[src/rtl/shpl_pkg.sv]
package shpl_pkg;

   // Table geometry and pointer width.
   localparam int TABLE_DEPTH   = 256;
   localparam int SLOT_W        = $clog2(TABLE_DEPTH);
   localparam int PTR_W         = 16;
   localparam int SIZE_W        = 4;
   localparam int SIZE_LOG2_MAX = SLOT_W;

   // Reset values of the control registers.
   localparam logic [SIZE_W-1:0] SIZE_LOG2_RESET = SIZE_W'(SIZE_LOG2_MAX);
   localparam logic [PTR_W-1:0]  NIL_VALUE_RESET = PTR_W'(2);

   // Request kinds.
   localparam logic REQ_WRITE  = 1'b0;
   localparam logic REQ_LOOKUP = 1'b1;

   // Control register map: register i sits at byte address 4*i.
   localparam int CSR_DATA_W = 32;
   localparam int CSR_ADDR_W = 3;
   localparam int CSR_IDX_W  = 1;
   localparam logic [CSR_IDX_W-1:0] CSR_SIZE_LOG2 = 1'b0;
   localparam logic [CSR_IDX_W-1:0] CSR_NIL_VALUE = 1'b1;

   // Depth of the queue between the front and the back.
   localparam int FIFO_DEPTH = 2;
   localparam int FIFO_PTR_W = $clog2(FIFO_DEPTH);
   localparam int FIFO_CNT_W = $clog2(FIFO_DEPTH + 1);

   // One classified job as the back sees it. For a write, index is the slot
   // to write; for a lookup it is the hashed start slot.
   typedef struct packed {
      logic              lookup;
      logic [SLOT_W-1:0] index;
      logic [SLOT_W-1:0] mask;
      logic [PTR_W-1:0]  selector;
      logic [PTR_W-1:0]  method;
   } shpl_job_type;

endpackage

[src/rtl/shpl_front.sv]
module shpl_front import shpl_pkg::*; (
   input  logic              clock,
   input  logic              reset,
   input  logic              req_valid,
   output logic              req_ready,
   input  logic              req_type,
   input  logic [SLOT_W-1:0] req_slot,
   input  logic [PTR_W-1:0]  req_selector,
   input  logic [PTR_W-1:0]  req_method_in,
   input  logic [SIZE_W-1:0] size_log2,
   output logic              push_valid,
   input  logic              push_ready,
   output shpl_job_type      push_job
);

   logic              front_valid_ff;
   shpl_job_type      job_ff;
   shpl_job_type      job_in;
   logic [SIZE_W-1:0] size_lg;
   logic [SLOT_W:0]   size_wide;
   logic [SLOT_W-1:0] mask;

   // Sizes beyond the table clamp to the whole table.
   always_comb begin
      size_lg   = (size_log2 > SIZE_W'(SIZE_LOG2_MAX)) ? SIZE_W'(SIZE_LOG2_MAX) : size_log2;
      size_wide = (SLOT_W + 1)'(1) << size_lg;
      mask      = SLOT_W'(size_wide - (SLOT_W + 1)'(1));

      job_in.lookup   = (req_type == REQ_LOOKUP);
      job_in.mask     = mask;
      job_in.selector = req_selector;
      job_in.method   = req_method_in;
      if (req_type == REQ_LOOKUP) begin
         job_in.index = SLOT_W'(req_selector >> 1) & mask;
      end else begin
         job_in.index = req_slot;
      end
   end

   assign req_ready  = !front_valid_ff || push_ready;
   assign push_valid = front_valid_ff;
   assign push_job   = job_ff;

   always_ff @(posedge clock) begin
      if (reset) begin
         front_valid_ff <= 1'b0;
      end else if (req_ready) begin
         front_valid_ff <= req_valid;
      end
      if (req_valid && req_ready) begin
         job_ff <= job_in;
      end
   end

endmodule

[config.mk]
export PLATFORM = sky130hd
export DESIGN_NAME = shpl_front
export DESIGN_NICKNAME = d
export VERILOG_FILES = /design/src/rtl/shpl_pkg.sv /design/src/rtl/shpl_front.sv
export SDC_FILE = /design/constraint.sdc
export NUM_CORES = 1
export LEC_CHECK = 0
export BUFFER_PORTS_ARGS = -buffer_cell sky130_fd_sc_hd__buf_2
export CORE_ASPECT_RATIO = 0.5
export CORE_MARGIN = 5
export CORE_UTILIZATION = 41
export CTS_BUF_LIST = sky130_fd_sc_hd__clkbuf_8
export DETAILED_ROUTE_END_ITERATION = 16
export PLACE_DENSITY = 0.75
export SYNTH_ARGS = -nofsm -noshare
export SYNTH_HDL_FRONTEND = slang
export SYNTH_SLANG_ARGS = --single-unit
[constraint.sdc]
create_clock -name clock -period 1.86 [get_ports clock]
set_clock_uncertainty 0.1 [all_clocks]
set_input_delay 0.093 -clock clock [delete_from_list [all_inputs] [get_ports clock]]
set_output_delay 0.093 -clock clock [all_outputs]
set_load 0.03 [all_outputs]
==> key figures <==
Final layout
  – # fillers: 289
  – Antenna cells: 0
  – Area Growth Syn to Fin: 55.56%
  – Final instance area: 0.002768 sq mm
  – Fin cells: 286
  – Post-layout nets: 281
  – Share of layout cells above drive strength 1: 49.57%
  – Fin util: 68.44%

Clock tree
  – H-tree Lvls: 2
  – Reg clk slew, reported paths: ~0.090 ns
  – Post-cts resize count: 0
  – TritonCTS clock tree: yes
  – Post-CTS Setup Inserts: 0
  – Total clock sinks: 50
  – Hold_buf cts: 35
  – Root Buffer Master: clkbuf_8
  – Total CTS buffers: 5
  – Worst skew pair latency: 0.29 ns
  – Clock Path Buffers: 2

Floorplanning
  – Initial core utilization: between 40 and 50%
  – Boundary pin count: 100
  – Rows: 16
  – Core area: 0.004044 sq mm
  – Vert. Die Dim: 56.58 um
  – DIE AREA: 0.005837 sq mm
  – Die extent in x: ~100 um

Placed design
  – Post-DP HPWL: 2.995 mm
  – Port bufs: 99
  – Dpl cells: 243
  – DP Area: roughly 0.0023 sq mm
  – Placer Congestion: 0.7649
  – Place WS: ~0.16 ns

Logic synthesis
  – Post-Syn Nets: around 140
  – Largest family of logic cells by synthesized area: simple AND/OR/NAND/NOR gates
  – Syn. warnings: 0
  – Ranking of synthesized cells by area: edfxtp_1, a31o_2, nor2b_1, buf_6, dfxtp_1
  – Seq cells post-synth: 50
  – Synthesized area per cell: 19.34 sq um
  – Mapped Cells: 92
  – Mux contribution to synthesized area: 0.5626%
  – Yosys top cell by area: edfxtp_1
  – Count leader, synth: edfxtp_1
  – Synth Area in Compound Gates: 5.134%
  – EDFF count, synth: 49
  – Yosys top cell area share: between 80% and 90%
  – Ys flop type: edfxtp_1
  – Synthesized-area fraction occupied by adder cells: 0.7032%
  – XOR/XNOR Fraction of Synth Area: 0.4923%
  – Post-synth cell types: 25
  – Mapped Area: ~0.0018 sq mm
  – Top cells by count, synth: edfxtp_1, a31o_2, inv_1, nor2b_1, o21ai_0
  – Post-synthesis sequential area ratio: 83.83%
  – FFs w/ async S/R, synth: 0%
  – Synth Area in Simple Gates: ~6.6%

STA
  – Hold Vio Cnt, Final: 0
  – RSZ-0062 raised after global routing: no
  – Setup slack after layout: 0.4692 ns
  – Setup violators final: 0
  – Slew HR: between 70% and 80%
  – Final Slew Violations: 0
  – Worst Tran Pin Value: 0.3043 ns
  – Peak Freq: 719.0 MHz
  – Fin crit share: 74.77%
  – Tmin final: 1.391 ns
  – Hold WS: 0.04335 ns
  – Setup TNS: 0 ns

Detailed routing
  – Initial DRC count: between 50 and 60
  – Drt wl/cell: between 10 and 15 um
  – Post-Route WL: between 4 and 5 mm
  – Routed Antenna Nets: 0
  – DR vias: 1296
  – First-pass detailed-route iteration total: 4
  – DR vias/cell: ~4.5
  – Drc violations: 0

Run
  – Max cap viols: 0

Worst setup path
  – Crit Path Class: reg -> reg
  – Worst path buffer plus inverter count: 1
  – Critical Path Sink Type: flip-flop
  – Worst EP required: between 1.5 and 2 ns
  – Crit path launch type: flip-flop
  – Largest stage delay, worst path: between 0.3 and 0.4 ns
  – CP Cell Sequence: nand2b_1 -> and2_4 -> buf_12
  – Worst path slowest cell: and2_4
  – Crit path max-delay family: simple AND/OR/NAND/NOR gates
  – Crit Path Max Fanout: 30
  – Critical Path AT: 1.28 ns

GRT
  – Number of global-route vias before repair: 1282
  – Maximum number of pins on one net before global-route repair: 31
  – Total track usage: 14.98%
  – Gr ovfl total: 0
  – First-pass GRT wire length: around 6.6 mm
  – Antenna violations before repair: 0

Pwr
  – Total power: 2.328 mW
  – Pwr Density: 841.1 mW/mm^2
  – Worst vdd ir: 0.3484 mV
  – Leak pwr: 1.167 nW

Status
  – Outcome: finished, final reports clean

Min path
  – Kind of path behind the tightest hold check: in -> reg
[flip-flops by register name, indices dropped and copies added (netlist names)]
signal,cells
push_job,49
push_valid,1
[worst paths after layout]
path	start	to	slack, ns	depth (start not counted)
hold reg to reg	push_valid	push_job[30]	0.76	2
hold / removal	req_slot[5]	push_job[45]	0.04	3
setup reg to reg	push_valid	push_job[8]	0.47	3
setup / recovery	push_valid	push_job[8]	0.47	3
[cells by family after synthesis]
kind of cell,after synthesis
xor gates and xnor gates,1
DFF,50
adders and majority gates,1
AOI/OAI and AO/OA,13
muxes,1
buffers and inverters,7
and+or+nand+nor,19
[where the power goes]
group / internal (mW) / switching (mW)
clock network: 0.258 / 0.338
registers: 1.32 / 0.0150
logic: 0.157 / 0.242
total: 1.73 / 0.595
[layout make-up]
cell class                      instances  area, sq um  area share [%]
Clock buffer                            5        68.82           2.486
Sequential cell                        50         1491           53.89
Multi-Input combinational cell         35        242.7           8.770
Inverter                                4        15.01          0.5425
Clock inverter                          3        16.27          0.5877
Tap cell                               54        67.56           2.441
Timing Repair Buffer                  135        865.8           31.28
[per-layer routing]
layer	track usage, %	vias to the layer above	wire (um)	share of wire (%)
met5	0	-	0	0
met3	4.079	6	196	4.6
li1	-	627	-	-
met4	4.613	0	56	1.3
met2	28.62	36	2512	59
met1	15.79	627	1508	35
[tightest hold or removal path, cell delays in order]
cell and delay [ns]:
buf_2 0.08, inv_1 0.03, o21ai_0 0.13
[placed cells by master, fill, tap and decap left out, types with 3 or more instances in the layout]
master         instances
a31o_2                 4
buf_2                 99
clkbuf_8               5
dlygate4sd3_1         35
edfxtp_1              49
inv_1                  4
nand2b_1               3
nor2b_1                4
o21ai_0                4
(Power assumes the default switching activity.)
