==> config.mk <==
export PLATFORM = sky130hd
export DESIGN_NAME = shpl_fifo
export DESIGN_NICKNAME = d
export VERILOG_FILES = /design/src/rtl/shpl_pkg.sv /design/src/rtl/shpl_fifo.sv
export SDC_FILE = /design/constraint.sdc
export NUM_CORES = 1
export LEC_CHECK = 0
export ABC_AREA = 1
export BUFFER_PORTS_ARGS = -buffer_cell sky130_fd_sc_hd__buf_4
export CORE_MARGIN = 2
export CORE_UTILIZATION = 40
export CTS_CLUSTER_DIAMETER = 60
export DETAILED_ROUTE_END_ITERATION = 8
export PLACE_DENSITY = 0.63
export SLEW_MARGIN = 20
export SYNTH_ARGS = -nofsm -noshare
export SYNTH_HDL_FRONTEND = slang
export SYNTH_SLANG_ARGS = --single-unit
==> constraint.sdc <==
create_clock -name clock -period 3.2 [get_ports clock]
set_clock_uncertainty 0.05 [all_clocks]
set_input_delay 0.16 -clock clock [delete_from_list [all_inputs] [get_ports clock]]
set_output_delay 0.16 -clock clock [all_outputs]
set_load 0.03 [all_outputs]
==> src/rtl/shpl_pkg.sv <==
package shpl_pkg;

   // Table geometry and pointer width.
   localparam int TABLE_DEPTH   = 256;
   localparam int SLOT_W        = $clog2(TABLE_DEPTH);
   localparam int PTR_W         = 16;
   localparam int SIZE_W        = 4;
   localparam int SIZE_LOG2_MAX = SLOT_W;

   // Reset values of the control registers.
   localparam logic [SIZE_W-1:0] SIZE_LOG2_RESET = SIZE_W'(SIZE_LOG2_MAX);
   localparam logic [PTR_W-1:0]  NIL_VALUE_RESET = PTR_W'(2);

   // Request kinds.
   localparam logic REQ_WRITE  = 1'b0;
   localparam logic REQ_LOOKUP = 1'b1;

   // Control register map: register i sits at byte address 4*i.
   localparam int CSR_DATA_W = 32;
   localparam int CSR_ADDR_W = 3;
   localparam int CSR_IDX_W  = 1;
   localparam logic [CSR_IDX_W-1:0] CSR_SIZE_LOG2 = 1'b0;
   localparam logic [CSR_IDX_W-1:0] CSR_NIL_VALUE = 1'b1;

   // Depth of the queue between the front and the back.
   localparam int FIFO_DEPTH = 2;
   localparam int FIFO_PTR_W = $clog2(FIFO_DEPTH);
   localparam int FIFO_CNT_W = $clog2(FIFO_DEPTH + 1);

   // One classified job as the back sees it. For a write, index is the slot
   // to write; for a lookup it is the hashed start slot.
   typedef struct packed {
      logic              lookup;
      logic [SLOT_W-1:0] index;
      logic [SLOT_W-1:0] mask;
      logic [PTR_W-1:0]  selector;
      logic [PTR_W-1:0]  method;
   } shpl_job_type;

endpackage

==> src/rtl/shpl_fifo.sv <==
module shpl_fifo import shpl_pkg::*; (
   input  logic         clock,
   input  logic         reset,
   input  logic         push_valid,
   output logic         push_ready,
   input  shpl_job_type push_job,
   output logic         pop_valid,
   input  logic         pop_ready,
   output shpl_job_type pop_job
);

   shpl_job_type          entry_ff [FIFO_DEPTH];
   logic [FIFO_PTR_W-1:0] wr_ptr_ff;
   logic [FIFO_PTR_W-1:0] rd_ptr_ff;
   logic [FIFO_CNT_W-1:0] count_ff;
   logic                  do_push;
   logic                  do_pop;

   assign push_ready = (count_ff != FIFO_CNT_W'(FIFO_DEPTH));
   assign pop_valid  = (count_ff != '0);
   assign pop_job    = entry_ff[rd_ptr_ff];
   assign do_push    = push_valid && push_ready;
   assign do_pop     = pop_valid && pop_ready;

   always_ff @(posedge clock) begin
      if (reset) begin
         wr_ptr_ff <= '0;
         rd_ptr_ff <= '0;
         count_ff  <= '0;
      end else begin
         if (do_push) begin
            wr_ptr_ff <= (wr_ptr_ff == FIFO_PTR_W'(FIFO_DEPTH - 1)) ? '0 : wr_ptr_ff + 1'b1;
         end
         if (do_pop) begin
            rd_ptr_ff <= (rd_ptr_ff == FIFO_PTR_W'(FIFO_DEPTH - 1)) ? '0 : rd_ptr_ff + 1'b1;
         end
         if (do_push && !do_pop) begin
            count_ff <= count_ff + 1'b1;
         end else if (do_pop && !do_push) begin
            count_ff <= count_ff - 1'b1;
         end
      end
      if (do_push) begin
         entry_ff[wr_ptr_ff] <= push_job;
      end
   end

endmodule

==> summary.md, run 1 <==
| Metric | Value |
|---|---|
| Slew HR | `0.615` |
| DR vias | `2161` |
| Fin. max-slew vios | `0` |
| H-tree depth | `3` |
| Final Wtd Congestion | `approximately 0.73` |
| Asr flop ratio synth | `0` |
| Crit path DAT | `between 1.5 and 2 ns` |
| Skew-Pair Late Insertion Delay | `between 0.3 and 0.4 ns` |
| Starting Density | `0.413` |
| Sequential Area | `3040 µm²` |
| Area of the multi-input gates | `713 µm²` |
| Top post-synthesis cells by count | `98 x edfxtp_1, 39 x mux2_2, 10 x mux2_4` |
| Via density | `4.46` |
| Final setup violation count | `0` |
| Dpl cells | `between 400 and 500` |
| Slew @ Worst Pin | `between 0.5 and 0.6 ns` |
| Layout cell share with drive strength beyond 1 | `0.486` |
| Avg Inst Size Synth | `20.2 µm²` |
| Status | `finished, final reports clean` |
| Fin crit share | `0.655` |
| Mapped cell area | `roughly 3800 µm²` |
| I/O pin count | `roughly 100` |
| Fill cells | `734` |
| CP endpoint kind | `primary output` |
| Chip height | `102 µm` |
| Max-cap violations | `0` |
| Post-synth EDFFs | `around 100` |
| Top-area cell type share of the netlist area | `0.770` |
| Post-CTS Setup Inserts | `0` |
| Chip width | `102 µm` |
| First-pass GRT wire length | `~10000 µm` |
| Max Clk Rate | `0.477 GHz` |
| Syn Nets | `243` |
| Reg clk slew, reported paths | `0.09 ns` |
| Yosys warns | `0` |
| Post-Route WL | `7080 µm` |
| Cell with the most instances after synthesis | `edfxtp_1` |
| Dpl hpwl | `4540 µm` |
| Total GRT Usage | `0.137` |
| Post-synthesis sequential area ratio | `0.797` |
| Cell Count, Final, Fillers Out | `slightly below 500` |
| Initial antenna violation count | `0` |
| Number of placement rows | `35` |
| Seq cells post-synth | `103` |
| Syn Inst Count | `189` |
| Routed Antenna Nets | `0` |
| Worst vdd ir | `405 µV` |
| DR iter-0 viols | `54` |
| Netlist cell types | `15` |
| Min-delay worst type | `input port to register` |
| RSZ-0062 raised after global routing | `no` |
| CTS Buffer Depth | `2` |
| Top FF cell, synth | `edfxtp_1` |
| Ant. Diodes | `0` |
| Crit Path Category | `register to primary output` |
| Avg WL per Cell | `14.6 µm` |
| Root Driver | `clkbuf_8` |
| Number of global-route vias before repair | `2163` |
| Die area | `10300 µm²` |
| Synth-to-Final Area Change | `42.5%` |
| WHS | `0.0452 ns` |
| Fin nets | `405` |
| Grt total ovfl | `0` |
| Leak pwr | `between 2 and 2.5 nW` |
| CTS buffer count | `9` |
| Final min period | `2.10 ns` |
| CTS tree | `done` |
| Synth top area cells | `edfxtp_1 77%, mux2_2 11%, mux2_4 3.9%` |
| CTS sink count | `approximately 100` |
| Pre-antenna DRT Iters | `4` |
| Power per Cell Area | `702 nW/µm²` |
| Post-route DRC | `0` |
| Final hold viol count | `0` |
| Final setup TNS | `0 ns` |
| Core area | `just over 9000 µm²` |
| Largest net degree at the start of global routing | `33` |
| CP max FO | `30` |
| Crit path launch type | `register` |
| Worst EP required | `2.99 ns` |
| Leading area contributor after synthesis | `edfxtp_1` |
| PortBufs | `103` |
[critical path, cell delays in order, from the launching register on]
cell and delay [ns]:
dfxtp_2 0.67, buf_12 0.29, mux2_2 0.39, buf_4 0.17
[path summary, 6_finish.rpt]
check | startpoint | end | slack, ns | depth (start not counted)
worst max-delay path | register | pop_job[11] | 1.10 | 3
worst min-delay path | reset | count_ff[1] | 0.05 | 4
worst max register to register | count_ff[0] | entry_ff[1][10] | 1.38 | 5
worst min register to register | rd_ptr_ff | rd_ptr_ff | 0.46 | 2
[per-layer routing]
metal	share of wire	up-vias	global-route usage
li1	-	1046	-
met1	0.43	1037	0.174
met2	0.50	72	0.222
met3	0.050	6	0.0380
met4	0.013	0	0.0624
met5	0	-	0
[cell usage in the layout (no fill, tap or decap)]
cell type,synthesis,layout
a21oi_1,2,2
buf_12,0,2
buf_4,3,105
clkbuf_1,0,1
clkbuf_8,0,9
clkinv_1,0,1
clkinv_4,0,3
clkinvlp_4,0,1
dfxtp_1,5,4
dfxtp_2,0,1
dlygate4sd3_1,0,49
edfxtp_1,98,98
ha_1,1,1
inv_1,8,8
inv_6,0,1
mux2_2,39,39
mux2_4,10,10
nand2_1,9,9
nand3_1,2,2
nand4_1,1,1
nor2_1,7,5
nor2_4,0,2
o21ai_0,2,2
[sequential cells by signal, summed over array words and instances, names as in the netlist, named ones only]
| signal | cells |
|---|---|
| count_ff | 2 |
| entry_ff | 98 |
| rd_ptr_ff | 1 |
| wr_ptr_ff | 1 |
[cell families (layout without fill, tap and decap cells)]
logic type,count (synthesis),in the layout,share of synthesized area
mux,49,49,0.154
compound gates,4,4,0.00524
fa+ha+maj,1,1,0.00327
simple gates,19,19,0.0200
buf+inv,13,180,0.0206
flops,103,103,0.797
[metrics by stage]
| stage | util | power (mW) | area [µm²] | setup slack (ns) |
|---|---|---|---|---|
| finish | 0.589 | 3.82 | 5440 | 1.10 |
| global route | 0.589 | 3.99 | 5440 | 0.996 |
| CTS | 0.589 | 3.86 | 5440 | 1.07 |
| detailed placement | 0.517 | 3.11 | 4780 | 1.38 |
| global placement | 0.517 | 3.10 | 4780 | 1.39 |
| floorplan | - | 2.66 | 3820 | -0.150 |
[power breakdown]
group          leakage, nW  internal (mW)  switching, mW
clock               0.0845          0.287          0.422
combinational         1.03          0.572          0.764
sequential           0.956           1.70         0.0720
total                 2.07           2.56           1.26
[what timing repair did]
action	in CTS	in global routing
gates resized for setup	0	0
endpoints found under the hold margin	98	0
hold buffers	49	0
[final cells by class]
class	count	share of cell area
Sequential cell	103	0.559
Timing Repair Buffer	156	0.242
Multi-Input combinational cell	73	0.131
Tap cell	129	0.0297
Clock buffer	10	0.0235
Clock inverter	6	0.00851
Inverter	8	0.00552
Note: power is estimated with default switching activity, not from simulation.
==> run 2: changes to the inputs <==
--- a/config.mk
+++ b/config.mk
@@ -11,7 +11,7 @@
 export CORE_UTILIZATION = 40
 export CTS_CLUSTER_DIAMETER = 60
 export DETAILED_ROUTE_END_ITERATION = 8
-export PLACE_DENSITY = 0.63
+export PLACE_DENSITY = 0.61
 export SLEW_MARGIN = 20
 export SYNTH_ARGS = -nofsm -noshare
 export SYNTH_HDL_FRONTEND = slang
==> constraint.sdc (replaced) <==
create_clock -name clock -period 2 [get_ports clock]
set_clock_uncertainty 0.05 [all_clocks]
set_input_delay 0.1 -clock clock [delete_from_list [all_inputs] [get_ports clock]]
set_output_delay 0.1 -clock clock [all_outputs]
set_load 0.03 [all_outputs]
==> summary.md, run 2 (synthesis gave the netlist of run 1 again) <==
| Metric | Value |
|---|---|
| Status | `finished, final reports clean` |
| PostCTS Resize Cnt | `0 (unchanged)` |
| R2r startpoint | `count_ff[0]` |
| Slowest stage delay, CP | `0.38 ns (-0.29 ns)` |
| Fin nets | `409 (+0.99%)` |
| Internal power | `4.13 mW (+61%)` |
| I/O pin count | `104 (unchanged)` |
| RSZ-0062 raised after global routing | `no` |
| Post-Route WL | `6730 µm (-4.9%)` |
| Top Registers | `entry_ff (98), count_ff (2)` |
| Starting Density | `0.413 (unchanged)` |
| First-pass GRT wire length | `10600 µm (+1.3%)` |
| Dpl cells | `422 (+0.48%)` |
| Dpl hpwl | `4230 µm (-6.7%)` |
| Final Util | `0.594 (+0.00528)` |
| R2r setup slk | `0.37 ns (-1.01 ns)` |
| Root Driver | `clkbuf_8` |
| Number of global-route vias before repair | `2169 (+0.28%)` |
| Max-cap violations | `0 (unchanged)` |
| Final setup violation count | `0 (unchanged)` |
| PnR worst setup slack | `0.328 ns (-0.777 ns)` |
| Skew-Pair Late Insertion Delay | `0.34 ns (about the same)` |
| Top reg by flops | `entry_ff` |
| Number of placement rows | `35 (unchanged)` |
| CP max-delay cell | `mux2_2` |
| Die area | `10300 µm² (unchanged)` |
| Fin area | `5490 µm² (+0.90%)` |
| PortBufs | `103 (unchanged)` |
| Pre-antenna DRT Iters | `4 (unchanged)` |
| Delay-heaviest family, CP | `buffers and inverters` |
| Total GRT Usage | `0.138 (+0.000373)` |
| Post-CTS Setup Inserts | `0 (unchanged)` |
| Leading cell type in the layout, fill and taps excluded | `buf_4` |
| Ant. Diodes | `0 (unchanged)` |
| Routed Antenna Nets | `0 (unchanged)` |
| Crit-path cells | `buf_12 > mux2_2 > buf_4` |
| Sw Share | `0.329 (about the same)` |
| Leak pwr | `2.09 nW (+0.92%)` |
| Hold Path Sink | `wr_ptr_ff` |
| DR iter-0 viols | `57 (+5.6%)` |
| Worst vdd ir | `592 µV (+46%)` |
| Largest register FFs | `98 (unchanged)` |
| FF-to-FF path depth | `10 (+5)` |
| Min-delay worst type | `input port to register` |
| Layout cell share with drive strength beyond 1 | `0.489 (+0.00293)` |
| Final hold viol count | `0 (unchanged)` |
| Final min period | `1.67 ns` |
| Crit path launch type | `register` |
| Synth-to-Final Area Change | `43.7%` |
| Final setup TNS | `0 ns (unchanged)` |
| Fin crit share | `0.836` |
| Core area | `9240 µm² (unchanged)` |
| H-tree depth | `3 (unchanged)` |
| NetSw | `2.03 mW (+61%)` |
| CTS buffer count | `9 (unchanged)` |
| Clock power frac | `0.187 (about the same)` |
| Area after DPL | `4810 µm² (+0.63%)` |
| CP max FO | `38 (+27%)` |
| Worst EP required | `1.85 ns (-1.14 ns)` |
| Chip width | `102 µm (unchanged)` |
| CP endpoint kind | `primary output` |
| Max Clk Rate | `0.598 GHz` |
| Grt total ovfl | `0 (unchanged)` |
| CTS tree | `done` |
| Final Wtd Congestion | `0.714 (-2.4%)` |
| Chip height | `102 µm (unchanged)` |
| Crit Path Category | `register to primary output` |
| Tot Pwr | `6.15 mW (+61%)` |
| Avg WL per Cell | `13.8 µm (-5.7%)` |
| Hold depth | `4 (unchanged)` |
| Crit path DAT | `1.52 ns (-0.37 ns)` |
| Slew @ Worst Pin | `0.253 ns (-0.323 ns)` |
| Logic pwr share | `0.359 (+0.009)` |
| Initial antenna violation count | `0 (unchanged)` |
| Setup slack at placement | `0.386 ns (-0.993 ns)` |
| Slew HR | `0.831 (+0.216)` |
| Cell Count, Final, Fillers Out | `489 (+0.82%)` |
| Post-route DRC | `0 (unchanged)` |
| Reg clk slew, reported paths | `0.09 ns (about the same)` |
| Via density | `4.36 (-2.1%)` |
| Most frequent cells in the layout | `106 x buf_4, 98 x edfxtp_1, 51 x dlygate4sd3_1` |
| RR Endpoint | `count_ff[1]` |
| Power per Cell Area | `1120 nW/µm² (+60%)` |
| WHS | `0.204 ns (+0.159 ns)` |
| Seq pwr share | `0.454 (-0.010)` |
| DR vias | `2132 (-1.3%)` |
| Hold Crit Start | `push_valid` |
| CTS sink count | `103 (unchanged)` |
| Worst Path Buf+Inv | `2 (unchanged)` |
| Largest net degree at the start of global routing | `42 (+27%)` |
| CTS Buffer Depth | `2 (unchanged)` |
| Fin. max-slew vios | `0 (unchanged)` |
run 2: repair_timing:
| item | CTS | global route |
|---|---|---|
| hold buffers | 51 | 0 |
| setup endpoints to repair | 0 | 0 |
| endpoints found under the hold margin | 102 | 0 |
run 2: how the worst max path moves through the flow:
| stage | startpoint | endpoint | slack, ns | cells after the start |
|---|---|---|---|---|
| floorplan | count_ff[0] | entry_ff[0][0] | 0.03 | 4 |
| global placement | count_ff[0] | count_ff[1] | 0.52 | 10 |
| detailed placement | count_ff[0] | count_ff[1] | 0.39 | 10 |
| CTS | register | pop_job[42] | 0.31 | 3 |
| global route | count_ff[0] | count_ff[1] | 0.22 | 10 |
| finish | register | pop_job[42] | 0.33 | 3 |
run 2: worst register-to-register path, stage by stage (launching register included):
cell and delay (ns):
dfxtp_1 0.32, inv_1 0.14, nand2_2 0.08, nand2_1 0.21, inv_1 0.10, ha_1 0.33, inv_1 0.09, nand3_1 0.08
nand2_1 0.06, inv_1 0.03, nor2_1 0.08
run 2: layout make-up:
cell class / instances / area [µm²]
Tap cell: 129 / 161
Clock buffer: 10 / 128
Timing Repair Buffer: 160 / 1370
Multi-Input combinational cell: 73 / 716
Clock inverter: 6 / 45.0
Sequential cell: 103 / 3040
Inverter: 8 / 30.0
Fill cell: 725 / 3750
run 2: power by group through the flow:
stage	Sequential [mW]	Combinational, mW	Clock [mW]
2_1_floorplan	2.83	1.42	0
3_3_place_gp	2.84	2.14	0
3_5_place_dp	2.85	2.16	0
4_1_cts	2.80	2.25	1.20
5_1_grt	2.82	2.35	1.29
6_report	2.80	2.21	1.15
run 2: per-layer routing:
layer  vias to the layer above  track usage  part of all wire
li1                       1049            -                 -
met1                      1013        0.168              0.42
met2                        59        0.229              0.51
met3                        11       0.0345             0.052
met4                         0       0.0655             0.018
met5                         -            0                 0
==> run 3: changes to the inputs <==
--- a/config.mk
+++ b/config.mk
@@ -5,13 +5,13 @@
 export SDC_FILE = /design/constraint.sdc
 export NUM_CORES = 1
 export LEC_CHECK = 0
-export ABC_AREA = 1
+export ABC_AREA = 0
 export BUFFER_PORTS_ARGS = -buffer_cell sky130_fd_sc_hd__buf_4
 export CORE_MARGIN = 2
 export CORE_UTILIZATION = 40
 export CTS_CLUSTER_DIAMETER = 60
 export DETAILED_ROUTE_END_ITERATION = 8
-export PLACE_DENSITY = 0.61
+export PLACE_DENSITY = 0.63
 export SLEW_MARGIN = 20
 export SYNTH_ARGS = -nofsm -noshare
 export SYNTH_HDL_FRONTEND = slang
==> constraint.sdc (replaced) <==
create_clock -name clock -period 1.4 [get_ports clock]
set_clock_uncertainty 0.05 [all_clocks]
set_input_delay 0.07 -clock clock [delete_from_list [all_inputs] [get_ports clock]]
set_output_delay 0.07 -clock clock [all_outputs]
set_load 0.03 [all_outputs]
==> summary.md, run 3 <==
| Metric | Value |
|---|---|
| Status | `finished, violations left` |
| Failing checks | `setup timing` |
| Final min period | `1.59 ns` |
| Initial antenna violation count | `0 (unchanged)` |
| Final setup violation count | `139 (+139)` |
| CP max-delay cell | `dfxtp_4` |
| Final setup TNS | `-15.80 ns (-15.80 ns)` |
| Skew-Pair Late Insertion Delay | `0.35 ns (about the same)` |
| Core area | `9150 µm² (-0.95%)` |
| Max Clk Rate | `0.630 GHz` |
| Layout cell share with drive strength beyond 1 | `0.565 (+0.0764)` |
| Yosys warns | `0 (unchanged)` |
| Crit-path cells | `buf_12 > clkbuf_16 > mux2_4 > buf_6` |
| Post-synth EDFFs | `98 (unchanged)` |
| Pre-antenna DRT Iters | `4 (unchanged)` |
| Synth top area cells | `edfxtp_1 78%, mux2_2 15%, dfxtp_1 2.7%` |
| H-tree depth | `3 (unchanged)` |
| Final Util | `0.690 (+0.0954)` |
| Seq cells post-synth | `103 (unchanged)` |
| Netlist cell types | `19 (+4)` |
| CP max FO | `7 (-82%)` |
| Cell with the most instances after synthesis | `edfxtp_1` |
| Syn Inst Count | `176 (-6.9%)` |
| Area of the multi-input gates | `871 µm² (+22%)` |
| Adder and majority gate portion of the synthesized area | `0.00334 (+0.0000601)` |
| Top-area cell type share of the netlist area | `0.785 (+0.0141)` |
| Avg WL per Cell | `16.8 µm (+22%)` |
| Die area | `10200 µm² (-1.7%)` |
| Ant. Diodes | `0 (unchanged)` |
| CTS sink count | `103 (unchanged)` |
| Area after DPL | `4830 µm² (+0.47%)` |
| PnR worst setup slack | `-0.188 ns (-0.516 ns)` |
| Max-cap violations | `0 (unchanged)` |
| Seq pwr share | `0.372 (-0.082)` |
| Worst vdd ir | `856 µV (+45%)` |
| Avg Inst Size Synth | `21.3 µm² (+5.5%)` |
| Largest register FFs | `98 (unchanged)` |
| Fin crit share | `1.13` |
| Chip width | `101 µm (-0.87%)` |
| Chip height | `101 µm (-0.87%)` |
| Logic pwr share | `0.454 (+0.095)` |
| RSZ-0062 raised after global routing | `yes` |
| Sequential Area | `3050 µm² (+0.25%)` |
| Mux share of post-synthesis cell area | `0.147 (-0.00718)` |
| Top reg by flops | `entry_ff` |
| Top post-synthesis cells by count | `98 x edfxtp_1, 49 x mux2_2, 5 x dfxtp_1` |
| First-pass GRT wire length | `11800 µm (+11%)` |
| PortBufs | `103 (unchanged)` |
| I/O pin count | `104 (unchanged)` |
| Root Driver | `clkbuf_8` |
| Fill cells | `598 (-18%)` |
| DR vias | `2281 (+7.0%)` |
| Syn Nets | `230 (-5.3%)` |
| Most frequent cells in the layout | `98 x edfxtp_1, 62 x buf_4, 56 x buf_6` |
| Routed Antenna Nets | `0 (unchanged)` |
| DR iter-0 viols | `97 (+70%)` |
| Starting Density | `0.410 (-0.00356)` |
| Post-Route WL | `8170 µm (+21%)` |
| CTS tree | `done` |
| Largest family of logic cells by synthesized area | `multiplexers` |
| Synth Area in Simple Gates | `0.0133 (-0.00664)` |
| Top Registers | `entry_ff (98), count_ff (2)` |
| Fin. max-slew vios | `0 (unchanged)` |
| Power per Cell Area | `1700 nW/µm² (+52%)` |
| Crit Path Category | `register to primary output` |
| Mapped cell area | `3750 µm² (-1.8%)` |
| Top FF cell, synth | `edfxtp_1` |
| Leading cell type in the layout, fill and taps excluded | `edfxtp_1` |
| Clock power frac | `0.174 (-0.013)` |
| Final Wtd Congestion | `0.703 (-1.5%)` |
| Total GRT Usage | `0.156 (+0.0179)` |
| R2r setup slk | `-0.13 ns (-0.50 ns)` |
| Internal power | `7.34 mW (+78%)` |
| Slowest stage delay, CP | `0.40 ns (+0.02 ns)` |
| Number of placement rows | `35 (unchanged)` |
| Sw Share | `0.316 (-0.0133)` |
| Fin area | `6310 µm² (+15%)` |
| Reg clk slew, reported paths | `0.09 ns (about the same)` |
| Post-synthesis sequential area ratio | `0.811 (+0.0146)` |
| CTS buffer count | `9 (unchanged)` |
| Grt total ovfl | `0 (unchanged)` |
| Final hold viol count | `0 (unchanged)` |
| Via density | `4.69 (+7.6%)` |
| Synth-to-Final Area Change | `68.2%` |
| Cell Count, Final, Fillers Out | `486 (-0.61%)` |
| Crit path DAT | `1.47 ns (-0.05 ns)` |
| CP endpoint kind | `primary output` |
| Asr flop ratio synth | `0 (unchanged)` |
| Worst EP required | `1.28 ns (-0.57 ns)` |
| Slew HR | `0.832 (+0.00118)` |
| Dpl cells | `398 (-5.7%)` |
| XOR/XNOR Fraction of Synth Area | `0.00700 (+0.00700)` |
| Post-route DRC | `0 (unchanged)` |
| Largest net degree at the start of global routing | `22 (-48%)` |
| Leak pwr | `2.50 nW (+19%)` |
| Min-delay worst type | `input port to register` |
| Dpl hpwl | `4380 µm (+3.5%)` |
| Number of global-route vias before repair | `2424 (+12%)` |
| Crit path launch type | `register` |
| Leading area contributor after synthesis | `edfxtp_1` |
| Fin nets | `424 (+3.7%)` |
| Tot Pwr | `10.7 mW (+74%)` |
| CTS Buffer Depth | `2 (unchanged)` |
| Slew @ Worst Pin | `0.251 ns (-0.00116 ns)` |
| NetSw | `3.39 mW (+67%)` |
| Compound-gate portion of the synthesized area | `0.00801 (+0.00276)` |
==> run 3: changes by cell type after synthesis, sizes merged <==
cell	previous run	this run
and2	0	1
nand2	9	0
or2	0	1
xor2	0	3
and3	0	1
nand4	1	0
nor2	7	3
inv	8	1
a21bo	0	1
nand2b	0	1
nand3b	0	1
nand3	2	0
or3	0	1
==> run 3: layer usage <==
metal | vias up | global-route usage | share of wire
met3 | 8 | 0.0416 | 0.051
met4 | 0 | 0.0537 | 0.012
met1 | 1121 | 0.192 | 0.43
met2 | 72 | 0.266 | 0.51
met5 | - | 0 | 0
li1 | 1080 | - | -
==> run 3: final timing paths <==
check	endpoint	startpoint	depth (start not counted)
worst min-delay path	register	pop_ready	5
worst max register to register	entry_ff[0][4]	count_ff[0]	6
worst max-delay path	pop_job[18]	register	4
worst min register to register	register	rd_ptr_ff	2
==> run 3: kinds of logic after synthesis <==
kind of cell               after synthesis
muxes                                   49
DFF                                    103
and+or+nand+nor                          9
buffers and inverters                    6
AOI/OAI and AO/OA                        5
xor gates and xnor gates                 3
adders and majority gates                1
==> run 3: cell type report <==
class / count / area share
clock buffer: 9 / 0.0196
clock inverter: 7 / 0.0125
inverter: 1 / 0.00119
multi-input combinational: 67 / 0.138
sequential: 103 / 0.484
tap: 111 / 0.0220
timing repair buffer: 188 / 0.323
==> run 3: worst max-delay path: cells and delay by family, from the launching register on <==
kind | cells | cell delay (ns)
buf+inv | 3 | 0.41
mux | 1 | 0.30
flops | 1 | 0.40
==> run 3: per-stage QoR <==
| step | hold WS (ns) | worst slack [ns] |
|---|---|---|
| after floorplan | 0.0850 | -0.433 |
| after global placement | 0.205 | -0.0618 |
| after detailed placement | 0.207 | -0.104 |
| after CTS | 0.116 | -0.222 |
| after global routing | 0.186 | -0.232 |
| final | 0.176 | -0.188 |
==> run 3: repair_timing <==
action,in CTS,in global routing
gates cloned,3,8
hold buffers,51,0
endpoints found under the hold margin,103,0
gates resized for setup,83,31
setup buffers,6,5
pin swaps,1,2
endpoints found under the setup margin,98,138
==> run 3: power groups by stage <==
| stage | registers, mW | logic (mW) | clock network (mW) |
|---|---|---|---|
| floorplan | 4.01 | 2.08 | 0 |
| global placement | 4.01 | 3.39 | 0 |
| detailed placement | 4.04 | 3.40 | 0 |
| CTS | 3.99 | 4.34 | 1.93 |
| global route | 4.04 | 5.10 | 2.07 |
| finish | 4.00 | 4.87 | 1.87 |
